File: config.mk
export PLATFORM = sky130hd
export DESIGN_NAME = gf256_arith_unit
export DESIGN_NICKNAME = d
export VERILOG_FILES = /design/src/design/gfau_pkg.sv /design/src/design/gf256_arith_unit.sv /design/src/design/gfau_decode.sv /design/src/design/gfau_pow_stage.sv /design/src/design/gfau_final.sv
export SDC_FILE = /design/constraint.sdc
export NUM_CORES = 1
export LEC_CHECK = 0
export BUFFER_PORTS_ARGS = -buffer_cell sky130_fd_sc_hd__buf_4
export CAP_MARGIN = 20
export CORE_MARGIN = 2
export CORE_UTILIZATION = 52
export CTS_CLUSTER_DIAMETER = 100
export CTS_CLUSTER_SIZE = 12
export DETAILED_ROUTE_END_ITERATION = 10
export GPL_TIMING_DRIVEN = 0
export PLACE_DENSITY = 0.68
export SLEW_MARGIN = 30
export SYNTH_ARGS = -nofsm -noshare
export SYNTH_HDL_FRONTEND = slang
export SYNTH_SLANG_ARGS = --single-unit
File: constraint.sdc
create_clock -name clock -period 5.4 [get_ports clock]
set_input_delay 0.27 -clock clock [delete_from_list [all_inputs] [get_ports clock]]
set_output_delay 0.27 -clock clock [all_outputs]
set_load 0.1 [all_outputs]
File: src/design/gfau_pkg.sv
// ----------------------------------------------------------------------------
// gfau_pkg
// Types, operation codes and field arithmetic for the GF(2^8) arithmetic unit.
// ----------------------------------------------------------------------------
package gfau_pkg;

   localparam int GF_BITS = 8;

   localparam logic [7:0] GF_POLY_LOW = 8'h63;
   localparam logic [7:0] GF_TOP_BIT  = 8'h80;
   localparam logic [7:0] GF_ONE      = 8'h01;
   localparam logic [7:0] GF_INV_EXPO = 8'd254;

   localparam logic [2:0] ACT_ADD = 3'd0;
   localparam logic [2:0] ACT_MUL = 3'd1;
   localparam logic [2:0] ACT_DIV = 3'd2;
   localparam logic [2:0] ACT_INV = 3'd3;
   localparam logic [2:0] ACT_POW = 3'd4;

   typedef struct packed {
      logic [2:0] action;
      logic [7:0] operand_a;
      logic [7:0] operand_b;
   } req_word_type;

   typedef struct packed {
      logic [7:0] result;
      logic       zero_divisor;
   } rsp_word_type;

   typedef struct packed {
      logic [2:0] action;
      logic [7:0] operand_a;
      logic [7:0] operand_b;
      logic [7:0] expo;
      logic [7:0] sq;
      logic [7:0] acc;
   } pow_word_type;

   function automatic logic [7:0] gf_mul(input logic [7:0] a, input logic [7:0] b);
      logic [7:0] acc;
      logic [7:0] x;
      acc = '0;
      x   = a;
      for (int k = 0; k < GF_BITS; k++) begin
         if (b[k]) begin
            acc = acc ^ x;
         end
         if ((x & GF_TOP_BIT) != 8'h00) begin
            x = {x[6:0], 1'b0} ^ GF_POLY_LOW;
         end else begin
            x = {x[6:0], 1'b0};
         end
      end
      return acc;
   endfunction

endpackage

File: src/design/gf256_arith_unit.sv
// ----------------------------------------------------------------------------
// gf256_arith_unit
// GF(2^8) add, multiply, divide, inverse and power, reduction byte 0x63.
// Pipeline: decode, eight square-and-multiply stages, final product stage;
// throughput one word per cycle while rsp_ready does not stall the output.
// Each stage holds one word; each square-and-multiply stage has a multiply pair.
// Synchronous reset clears the stage valid bits only.
// ----------------------------------------------------------------------------
module gf256_arith_unit (
   input  logic                   clock,
   input  logic                   reset,
   input  logic                   req_valid,
   output logic                   req_ready,
   input  gfau_pkg::req_word_type req_word,
   output logic                   rsp_valid,
   input  logic                   rsp_ready,
   output gfau_pkg::rsp_word_type rsp_word
);
   import gfau_pkg::*;

   logic         stg_valid [GF_BITS+1];
   logic         stg_ready [GF_BITS+1];
   pow_word_type stg_word  [GF_BITS+1];

   gfau_decode u_decode (
      .clock     (clock),
      .reset     (reset),
      .valid_in  (req_valid),
      .ready_out (req_ready),
      .word_in   (req_word),
      .valid_out (stg_valid[0]),
      .ready_in  (stg_ready[0]),
      .word_out  (stg_word[0])
   );

   for (genvar i = 0; i < GF_BITS; i++) begin : g_pow
      gfau_pow_stage u_pow_stage (
         .clock     (clock),
         .reset     (reset),
         .valid_in  (stg_valid[i]),
         .ready_out (stg_ready[i]),
         .word_in   (stg_word[i]),
         .valid_out (stg_valid[i+1]),
         .ready_in  (stg_ready[i+1]),
         .word_out  (stg_word[i+1])
      );
   end

   gfau_final u_final (
      .clock     (clock),
      .reset     (reset),
      .valid_in  (stg_valid[GF_BITS]),
      .ready_out (stg_ready[GF_BITS]),
      .word_in   (stg_word[GF_BITS]),
      .valid_out (rsp_valid),
      .ready_in  (rsp_ready),
      .word_out  (rsp_word)
   );

endmodule

File: src/design/gfau_decode.sv
// ----------------------------------------------------------------------------
// gfau_decode
// Entry stage: pick base and exponent for the square-and-multiply chain.
// ----------------------------------------------------------------------------
module gfau_decode (
   input  logic                   clock,
   input  logic                   reset,
   input  logic                   valid_in,
   output logic                   ready_out,
   input  gfau_pkg::req_word_type word_in,
   output logic                   valid_out,
   input  logic                   ready_in,
   output gfau_pkg::pow_word_type word_out
);
   import gfau_pkg::*;

   logic         valid_ff;
   logic         valid_in_w;
   pow_word_type word_ff;
   pow_word_type word_in_w;
   logic         load;

   assign ready_out = !valid_ff || ready_in;
   assign load      = valid_in && ready_out;

   always_comb begin
      word_in_w.action    = word_in.action;
      word_in_w.operand_a = word_in.operand_a;
      word_in_w.operand_b = word_in.operand_b;
      word_in_w.acc       = GF_ONE;
      case (word_in.action)
         ACT_POW: begin
            word_in_w.sq   = word_in.operand_a;
            word_in_w.expo = word_in.operand_b;
         end
         ACT_INV: begin
            word_in_w.sq   = word_in.operand_a;
            word_in_w.expo = GF_INV_EXPO;
         end
         ACT_DIV: begin
            word_in_w.sq   = word_in.operand_b;
            word_in_w.expo = GF_INV_EXPO;
         end
         ACT_MUL: begin
            word_in_w.sq   = word_in.operand_b;
            word_in_w.expo = GF_ONE;
         end
         default: begin
            word_in_w.sq   = word_in.operand_b;
            word_in_w.expo = word_in.operand_b;
         end
      endcase
   end

   assign valid_in_w = load ? 1'b1 : (valid_ff && !ready_in);

   always_ff @(posedge clock) begin
      if (reset) begin
         valid_ff <= 1'b0;
      end else begin
         valid_ff <= valid_in_w;
      end
   end

   always_ff @(posedge clock) begin
      if (load) begin
         word_ff <= word_in_w;
      end
   end

   assign valid_out = valid_ff;
   assign word_out  = word_ff;

endmodule

File: src/design/gfau_pow_stage.sv
// ----------------------------------------------------------------------------
// gfau_pow_stage
// One square-and-multiply step: consume the low exponent bit.
// ----------------------------------------------------------------------------
module gfau_pow_stage (
   input  logic                   clock,
   input  logic                   reset,
   input  logic                   valid_in,
   output logic                   ready_out,
   input  gfau_pkg::pow_word_type word_in,
   output logic                   valid_out,
   input  logic                   ready_in,
   output gfau_pkg::pow_word_type word_out
);
   import gfau_pkg::*;

   logic         valid_ff;
   logic         valid_in_w;
   pow_word_type word_ff;
   pow_word_type word_in_w;
   logic         load;

   assign ready_out = !valid_ff || ready_in;
   assign load      = valid_in && ready_out;

   always_comb begin
      word_in_w      = word_in;
      word_in_w.acc  = word_in.expo[0] ? gf_mul(word_in.acc, word_in.sq) : word_in.acc;
      word_in_w.sq   = gf_mul(word_in.sq, word_in.sq);
      word_in_w.expo = {1'b0, word_in.expo[7:1]};
   end

   assign valid_in_w = load ? 1'b1 : (valid_ff && !ready_in);

   always_ff @(posedge clock) begin
      if (reset) begin
         valid_ff <= 1'b0;
      end else begin
         valid_ff <= valid_in_w;
      end
   end

   always_ff @(posedge clock) begin
      if (load) begin
         word_ff <= word_in_w;
      end
   end

   assign valid_out = valid_ff;
   assign word_out  = word_ff;

endmodule

File: src/design/gfau_final.sv
// ----------------------------------------------------------------------------
// gfau_final
// Last stage: final product, zero checks and the output register.
// ----------------------------------------------------------------------------
module gfau_final (
   input  logic                   clock,
   input  logic                   reset,
   input  logic                   valid_in,
   output logic                   ready_out,
   input  gfau_pkg::pow_word_type word_in,
   output logic                   valid_out,
   input  logic                   ready_in,
   output gfau_pkg::rsp_word_type word_out
);
   import gfau_pkg::*;

   logic         valid_ff;
   logic         valid_in_w;
   rsp_word_type word_ff;
   rsp_word_type word_in_w;
   logic         load;

   assign ready_out = !valid_ff || ready_in;
   assign load      = valid_in && ready_out;

   always_comb begin
      word_in_w.result       = '0;
      word_in_w.zero_divisor = 1'b0;
      case (word_in.action)
         ACT_ADD: begin
            word_in_w.result = word_in.operand_a ^ word_in.operand_b;
         end
         ACT_MUL: begin
            word_in_w.result = gf_mul(word_in.operand_a, word_in.acc);
         end
         ACT_DIV: begin
            if (word_in.operand_b == 8'h00) begin
               word_in_w.zero_divisor = 1'b1;
            end else begin
               word_in_w.result = gf_mul(word_in.operand_a, word_in.acc);
            end
         end
         ACT_INV: begin
            if (word_in.operand_a == 8'h00) begin
               word_in_w.zero_divisor = 1'b1;
            end else begin
               word_in_w.result = word_in.acc;
            end
         end
         ACT_POW: begin
            word_in_w.result = word_in.acc;
         end
         default: begin
            word_in_w.result = '0;
         end
      endcase
   end

   assign valid_in_w = load ? 1'b1 : (valid_ff && !ready_in);

   always_ff @(posedge clock) begin
      if (reset) begin
         valid_ff <= 1'b0;
      end else begin
         valid_ff <= valid_in_w;
      end
   end

   always_ff @(posedge clock) begin
      if (load) begin
         word_ff <= word_in_w;
      end
   end

   assign valid_out = valid_ff;
   assign word_out  = word_ff;

endmodule
==> results of run 1 <==
==> metrics by stage <==
stage	worst slack (ns)	std cells	hold WS, ns	setup TNS (ns)	utilization (%)
6_report	1.957	3762	0.03567	0	57.40
5_1_grt	1.773	3762	0.05486	0	57.40
4_1_cts	1.904	3762	0.004827	0	57.40
3_5_place_dp	2.375	3689	0.4045	0	55.09
3_3_place_gp	-0.4948	3678	0.4001	-23.42	54.44
2_1_floorplan	0.2606	2958	0.3689	0	-
==> cell type report <==
class | count | area (sq um)
sequential | 354 | 10530
timing repair buffer | 62 | 683.2
tap | 688 | 860.8
multi-input combinational | 2311 | 15650
inverter | 49 | 183.9
fill | 4474 | 22250
clock buffer | 49 | 928.4
buffer | 244 | 1054
clock inverter | 5 | 88.84
==> flip-flops by register name, summed over array words and instances, names as in the netlist <==
signal                       cells
u_final.word_out                 9
g_pow.u_pow_stage.word_out     300
u_final.valid_out                1
g_pow.u_pow_stage.valid_out      8
u_decode.valid_out               1
u_decode.word_out               35
==> cells in the final DEF (no fill, tap or decap), drive strengths merged, types with 6 or more instances in the layout <==
cell and instances:
o21ai 152, mux2i 46, ha 8, xor2 219, xnor2 601, buf 150
a21o 11, nand3b 9, a32oi 6, nand2 489, dfxtp 10, and3 16
a21boi 10, o211ai 15, and2 10, nand3 33, nand2b 36, nor3 21
a31oi 17, a21oi 174, nor2b 35, dlygate4sd3 19, o22ai 23, edfxtp 344
nor2 170, nor3b 11, o21a 7, clkbuf 186, mux2 35, clkinv 8
a22oi 75, a211oi 9, inv 45
==> kinds of logic (layout without fill, tap and decap cells) <==
kind of cell / Yosys count / in the layout / synth area share, %
AOI/OAI and AO/OA: 541 / 541 / 11.93
xor gates and xnor gates: 826 / 826 / 27.92
adders and majority gates: 8 / 8 / 0.3662
buffers and inverters: 293 / 409 / 4.527
DFF: 354 / 354 / 38.52
muxes: 83 / 83 / 3.291
and+or+nand+nor: 853 / 853 / 13.45
==> metal layers <==
metal,track usage (%),vias to the layer above,share of wire [%]
met5,0,-,0.020
met4,7.106,2,2.5
met3,3.003,135,6.0
met2,40.57,743,49
met1,30.64,10090,43
li1,-,10200,-
==> what timing repair did <==
item                                   in CTS  in global routing
endpoints found under the hold margin      19                  0
setup endpoints to repair                   0                  0
gates resized for setup                     0                  0
hold buffers                               19                  0
==> power by group <==
part | internal [mW] | leakage, nW | switching (mW)
sequential | 3.14 | 3.23 | 0.0436
clock | 1.25 | 0.486 | 1.00
combinational | 0.970 | 6.73 | 1.21
total | 5.36 | 10.4 | 2.25
==> worst max-delay path: cells and delay by family, from the launching register on <==
family                 cells  cell delay, ns
flip-flops                 1            0.32
buffers and inverters      1            0.24
AND/OR/NAND/NOR            6            2.06
==> worst max path at each step <==
stage,to,from,slack [ns]
5_1_grt,req_ready,u_final.valid_out,1.77
4_1_cts,req_ready,u_final.valid_out,1.90
3_5_place_dp,g_pow[0].u_pow_stage.word_out[14],rsp_ready,2.38
2_1_floorplan,g_pow[1].u_pow_stage.word_out[0],u_final.valid_out,0.26
6_report,req_ready,u_final.valid_out,1.96
3_3_place_gp,g_pow[1].u_pow_stage.word_out[10],u_final.valid_out,-0.49
==> results.json, run 1 <==
{
  "hpwl_microns": 46640,
  "grt_pass1_vias": 20120,
  "cts.path.max_buffers": 3,
  "hold_viol": 0,
  "io_pins": 34,
  "syn_avg_cell_area_sq_um": 9.241,
  "ys_warn_count": 0,
  "dr_total_vias": 21170,
  "p_per_area_mw_per_mm2": 253.9,
  "finalCriticalPeriod_ns": 3.443,
  "final.setup_skew_ns": 0.02505,
  "core-area_sq_mm": 0.05224,
  "vdd_ir_drop_max_uv": 195.1,
  "syn_inst": 2958,
  "min_from": "req_valid",
  "grt_usage_pct": 23.47,
  "postLayoutCellArea_sq_mm": 0.02998,
  "path_class": "register to output port",
  "grt_pass1_wl_microns": 103500,
  "wl_per_cell_microns": 17.17,
  "antenna_found_initial": 1,
  "hold_path_class": "input pin to register",
  "p_total_mw": 7.613,
  "cp_common_cell": "and3_1",
  "num_rows": 84,
  "yosysMostFrequentCell": "xnor2_1",
  "place_congestion": 0.9739,
  "syn_nets": 2989,
  "maxSlewHeadroom_pct": 46.28,
  "drive_above_1_share_pct": 7.417,
  "cp_max_fo": 5,
  "ys_seq_elements": 354,
  "area_delta_synth_final_pct": 9.686,
  "synth_area_leader_cell": "edfxtp_1",
  "placed_area_sq_mm": 0.02878,
  "rsz0062_at_grt": "no",
  "n_antenna_cell": 0,
  "r2r_cells": 8,
  "synthDistinctLibCells": 79,
  "ys_seq_area_share_pct": 38.52,
  "yosysTopAreaCellShare_pct": 37.79,
  "dieArea_sq_mm": 0.05442,
  "synth_common_cells": "xnor2_1, nand2_1, edfxtp_1",
  "worst_pin_slew_ns": 0.7997,
  "grt_max_degree": 26,
  "cp.arrival_ns": 3.17,
  "synthFlopType": "edfxtp_1",
  "numCtsBuffers": 35,
  "syn-cell-area_sq_mm": 0.02733,
  "start_kind": "register",
  "ant_nets": 0,
  "fmax_ghz": 0.2904,
  "slowest_stage": "and3_1",
  "setup-violations-final": 0,
  "drt-initial-drc-count": 1734,
  "vias_per_cell": 5.627,
  "die_w_microns": 233.3,
  "clk_pin_slew_worst_paths_ns": 0.06,
  "synth-async-reset-ratio_pct": 0,
  "synth_area_leaders": "edfxtp_1, xnor2_1, nand2_1",
  "cellLeakagePower_nw": 10.44,
  "nets": 3088,
  "start_util_pct": 52.33,
  "synth_edf_count": 344,
  "end_kind": "output port",
  "run_status": "complete, no violations",
  "cts_setup_buffers": 0,
  "cp_data_required_time_ns": 5.13,
  "portBuffers": 32,
  "critical_path.max_stage_delay_ns": 0.41,
  "htreeDepth": 2,
  "r2r_start": "g_pow[7].u_pow_stage.word_out[38]",
  "hold_depth": 3,
  "totalWireLength_microns": 64590,
  "grt_overflow_total": 0,
  "drc": 0,
  "drt_pass1_iterations": 5,
  "crit_chain": "nor2b_1, and3_1, and3_1, and3_1, and3_1, nand2_1, buf_4",
  "numClockSinks": 354,
  "rrSetupSlack_ns": 2.39,
  "clockRootBuffer": "clkbuf_16",
  "slew_violations": 0,
  "r2r_end": "u_final.word_out[2]",
  "clk_latency_ns": 0.56,
  "drv_cap": 0,
  "die_h_microns": 233.3,
  "fin_crit_sh_pct": 63.77,
  "min_to": "u_decode.valid_out",
  "cts_tree": "built"
}
(Power assumes the default switching activity.)
==> inputs of run 2 (changes only) <==
clock period = 3.55 ns   (was 5.4 ns; I/O delays follow)
==> run 2 against run 1 <==
Net effect: sequential power grew 53%; clock power is 58% higher; via count is essentially flat; global-route usage rose by 0.22 points; count of clock-buffer cells in the layout up 3; worst hold slack improved by 0.32 ns; die area unchanged; non-clock buffer count is 3 higher; final cell count increased by 0.21%; largest cell class unchanged.
==> results.json, run 2 (synthesized netlist as in run 1, its figures left out) <==
{
  "path_class": "register to output port",
  "core-area_sq_mm": 0.05224,
  "fmax_ghz": 0.3104,
  "grt_pass1_vias": 20800,
  "die_h_microns": 233.3,
  "r2r_cells": 8,
  "p_int_mw": 8.240,
  "end_kind": "output port",
  "hold_depth": 2,
  "p_switching_mw": 3.479,
  "ant_nets": 0,
  "drt-initial-drc-count": 1851,
  "combPwrFrac_pct": 28.4,
  "finalSetupTns_ns": 0,
  "min_from": "req_word[10]",
  "clockRootBuffer": "clkbuf_16",
  "nets": 3092,
  "grt_pass1_wl_microns": 105000,
  "num_rows": 84,
  "n_antenna_cell": 0,
  "switching_share_pct": 29.69,
  "final_common_cell": "xnor2_1",
  "cts_tree": "built",
  "r2r_end": "g_pow[5].u_pow_stage.word_out[3]",
  "grt_max_degree": 26,
  "cp_max_fo": 5,
  "crit_path_start": "u_final.valid_out",
  "worst_pin_slew_ns": 0.8184,
  "portBuffers": 32,
  "hold_viol": 0,
  "numClockSinks": 354,
  "numCtsBuffers": 36,
  "wl_per_cell_microns": 17.19,
  "hold_path_class": "input pin to register",
  "rsz0062_at_grt": "no",
  "cellLeakagePower_nw": 10.48,
  "drive_above_1_share_pct": 7.560,
  "grt_usage_pct": 23.69,
  "largest_reg_flops": 300,
  "r2r_start": "g_pow[4].u_pow_stage.word_out[15]",
  "run_status": "complete, no violations",
  "cp_data_required_time_ns": 3.37,
  "rrSetupSlack_ns": 0.55,
  "dieArea_sq_mm": 0.05442,
  "pwr-share-clk_pct": 30.3,
  "start_kind": "register",
  "grt_overflow_total": 0,
  "hpwl_microns": 46970,
  "slew_violations": 0,
  "io_pins": 34,
  "fin_util_pct": 57.53,
  "drv_cap": 0,
  "pre_cts_ws_ns": 0.5477,
  "mostFrequentLayoutCells": "xnor2_1, nand2_1, edfxtp_1",
  "cts.path.max_buffers": 3,
  "fin_ws_ns": 0.3283,
  "cts_setup_buffers": 0,
  "start_util_pct": 52.33,
  "setup-violations-final": 0,
  "p_per_area_mw_per_mm2": 390.0,
  "drc": 0,
  "finalCriticalPeriod_ns": 3.222,
  "cp.arrival_ns": 3.04,
  "min_to": "u_decode.word_out[34]",
  "totalWireLength_microns": 64790,
  "die_w_microns": 233.3,
  "p_seq_share_pct": 41.4,
  "area_delta_synth_final_pct": 9.928,
  "place_congestion": 0.9477,
  "fin_crit_sh_pct": 90.75,
  "maxSlewHeadroom_pct": 45.02,
  "vias_per_cell": 5.618,
  "final.setup_skew_ns": 0.01359,
  "htreeDepth": 2,
  "antenna_found_initial": 0,
  "clk_latency_ns": 0.55,
  "clk_pin_slew_worst_paths_ns": 0.06,
  "drt_pass1_iterations": 6,
  "dr_total_vias": 21180,
  "vdd_ir_drop_max_uv": 323.5
}
run 2: cell count changes in the layout (fill, tap and decap cells not counted), sizes merged:
| cell | change |
|---|---|
| clkbuf | +3 |
| dlygate4sd3 | +3 |
| inv | +2 |
run 2: timing repair:
item	in CTS	in global routing
gates resized for setup	0	1
hold buffers	21	1
endpoints found under the setup margin	0	1
endpoints found under the hold margin	42	1
run 2: worst max-delay path by stage:
stage,to,cells after the start
floorplan,g_pow[1].u_pow_stage.word_out[0],5
global route,req_ready,7
global placement,g_pow[1].u_pow_stage.word_out[15],5
CTS,req_ready,7
finish,req_ready,7
detailed placement,g_pow[0].u_pow_stage.word_out[9],8
run 2: layer usage:
metal | global-route usage (%) | wire, microns | vias up
met4 | 7.643 | 1530 | 0
met1 | 30.34 | 27570 | 10080
met5 | 0 | 0 | -
li1 | - | - | 10200
met2 | 41.66 | 32070 | 759
met3 | 2.698 | 3624 | 142
run 2: area by class of cell:
class | count | area, sq um
clock buffers | 52 | 970.9
multi-input cells | 2311 | 15660
clock inverters | 7 | 92.59
inverters | 49 | 183.9
plain buffers | 244 | 1054
well taps | 688 | 860.8
fillers | 4486 | 22190
repair buffers | 65 | 700.7
flip-flops and latches | 354 | 10530
run 2: power groups by stage:
stage / Sequential, mW / Clock [mW] / Combinational (mW)
after floorplan: 4.91 / 0 / 2.63
after global placement: 4.93 / 0 / 3.18
after detailed placement: 4.93 / 0 / 3.26
after CTS: 4.84 / 3.67 / 3.30
after global routing: 4.85 / 3.80 / 3.61
final: 4.85 / 3.55 / 3.33
run 2: stage by stage:
step                std cells  instance area [sq um]  power [mW]  hold slack, ns
CTS                      3769                  30040       11.81         0.01004
detailed placement       3689                  28760       8.195          0.3656
floorplan                2958                  27340       7.540          0.2764
global route             3770                  30050       12.27          0.3502
finish                   3770                  30050       11.72          0.3560
global placement         3678                  28440       8.110          0.3645
run 2: critical path: stages (launching register included):
cell and delay [ns]:
dfxtp_1 0.32, nor2b_2 0.29, and3_1 0.37, and3_1 0.40, and3_1 0.38, and3_1 0.37
nand2_1 0.12, buf_4 0.25
==> inputs of run 3 (changes only) <==
CORE_UTILIZATION = 55   (was 52)
CTS_BUF_LIST = sky130_fd_sc_hd__clkbuf_8   (was unset)
PLACE_DENSITY = 0.71   (was 0.68)
REMOVE_ABC_BUFFERS = 1   (was unset)
==> run 3 against run 2 <==
Net effect: fmax fell by 3.2%; sequential share of layout area rose by 1.6 points; sequential power rose by 5.6%; global-route usage fell by 1.9 points; clock power fell by 34%; combinational power fell by 13%; total power fell by 12%; wire length fell by 13%; highest routed layer unchanged.
==> results.json, run 3 (synthesized netlist as in run 1, its figures left out) <==
{
  "cellLeakagePower_nw": 9.965,
  "htreeDepth": 2,
  "start_util_pct": 55.84,
  "maxSlewHeadroom_pct": 32.19,
  "hold_viol": 0,
  "die_w_microns": 226.9,
  "dpl.cell_count": 3426,
  "run_status": "complete, no violations",
  "drv_cap": 0,
  "start_kind": "register",
  "antenna_found_initial": 2,
  "drt-initial-drc-count": 1803,
  "grt_pass1_vias": 18910,
  "p_per_area_mw_per_mm2": 360.7,
  "area_delta_synth_final_pct": 5.127,
  "dr_total_vias": 19830,
  "totalWireLength_microns": 56180,
  "die_h_microns": 226.9,
  "clk_pin_slew_worst_paths_ns": 0.10,
  "worst_pin_slew_ns": 1.017,
  "grt_overflow_total": 0,
  "hold_depth": 2,
  "numCtsBuffers": 35,
  "cp_data_required_time_ns": 3.88,
  "ant_nets": 0,
  "final_common_cell": "xnor2_1",
  "io_pins": 34,
  "path_class": "register to register",
  "wl_per_cell_microns": 15.96,
  "pre_cts_ws_ns": 0.2319,
  "grt_max_degree": 36,
  "cp_max_fo": 25,
  "core-area_sq_mm": 0.04895,
  "grt_usage_pct": 21.81,
  "end_kind": "register",
  "mostFrequentLayoutCells": "xnor2_1, nand2_1, edfxtp_1",
  "vdd_ir_drop_max_uv": 305.5,
  "postLayoutCellArea_sq_mm": 0.02874,
  "fin_util_pct": 58.70,
  "fin_ws_ns": 0.2233,
  "clockRootBuffer": "clkbuf_8",
  "cts_tree": "built",
  "place_congestion": 0.9208,
  "final.setup_skew_ns": 0.04633,
  "numClockSinks": 354,
  "cts_setup_buffers": 0,
  "placed_area_sq_mm": 0.02776,
  "cts.path.max_buffers": 3,
  "vias_per_cell": 5.635,
  "finalSetupTns_ns": 0,
  "portBuffers": 33,
  "slew_violations": 0,
  "fin_crit_sh_pct": 93.71,
  "finalCriticalPeriod_ns": 3.327,
  "largest_reg_flops": 300,
  "drive_above_1_share_pct": 6.522,
  "hold_path_class": "input pin to register",
  "nets": 2864,
  "dieArea_sq_mm": 0.05150,
  "setup-violations-final": 0,
  "hpwl_microns": 38090,
  "stdcell_count": 3519,
  "num_rows": 81,
  "grt_pass1_wl_microns": 93200,
  "drc": 0,
  "clk_latency_ns": 0.61,
  "cp.arrival_ns": 3.66,
  "r2r_cells": 8,
  "fmax_ghz": 0.3006,
  "drt_pass1_iterations": 6
}
## run 3: cell type report
type / count / area, sq um
diodes: 3 / 7.507
clock buffers: 35 / 481.7
clock inverters: 21 / 126.4
fillers: 4041 / 20210
inverters: 49 / 183.9
multi-input cells: 2311 / 15660
flip-flops and latches: 354 / 10530
well taps: 664 / 830.8
repair buffers: 82 / 919.6
## run 3: what timing repair did
item	CTS	global route
resized for setup	0	1
setup endpoints to repair	0	1
hold endpoints to repair	45	0
hold buffers	22	0
## run 3: path summary, 6_finish.rpt
| path | startpoint | endpoint | slack, ns |
|---|---|---|---|
| min | req_word[15] | u_decode.word_out[39] | 0.33 |
| min reg2reg | g_pow[6].u_pow_stage.word_out[34] | g_pow[7].u_pow_stage.word_out[34] | 0.40 |
| max reg2reg | g_pow[5].u_pow_stage.word_out[15] | g_pow[6].u_pow_stage.word_out[15] | 0.22 |
| max | g_pow[5].u_pow_stage.word_out[15] | g_pow[6].u_pow_stage.word_out[15] | 0.22 |
## run 3: metrics by stage
step	hold slack, ns	power (mW)
after floorplan	0.2466	7.466
after detailed placement	0.3683	8.022
after global placement	0.3665	7.899
after CTS	0.2885	10.41
after global routing	0.3040	10.93
final	0.3262	10.37
## run 3: per-layer routing
| layer | part of all wire (%) | up-vias | global-route usage, % | wire length, microns |
|---|---|---|---|---|
| met2 | 50 | 552 | 38.31 | 28040 |
| met3 | 5.0 | 90 | 2.388 | 2805 |
| met4 | 1.9 | 0 | 5.840 | 1049 |
| met1 | 43 | 9453 | 28.72 | 24290 |
| met5 | 0 | - | 0 | 0 |
| li1 | - | 9733 | - | - |
## run 3: critical path: stages, from the launching register on
cell and delay, ns:
edfxtp_1 0.98, ha_1 0.46, xnor2_1 0.62, mux2i_1 0.26
nor2_1 0.06, a21oi_1 0.12, o21ai_0 0.11, a221oi_1 0.36
xnor2_1 0.13
## run 3: report_power, final
part	switching [mW]	leakage, nW	internal (mW)
registers	0.343	3.23	4.78
clock network	1.36	0.364	1.00
logic	1.43	6.37	1.46
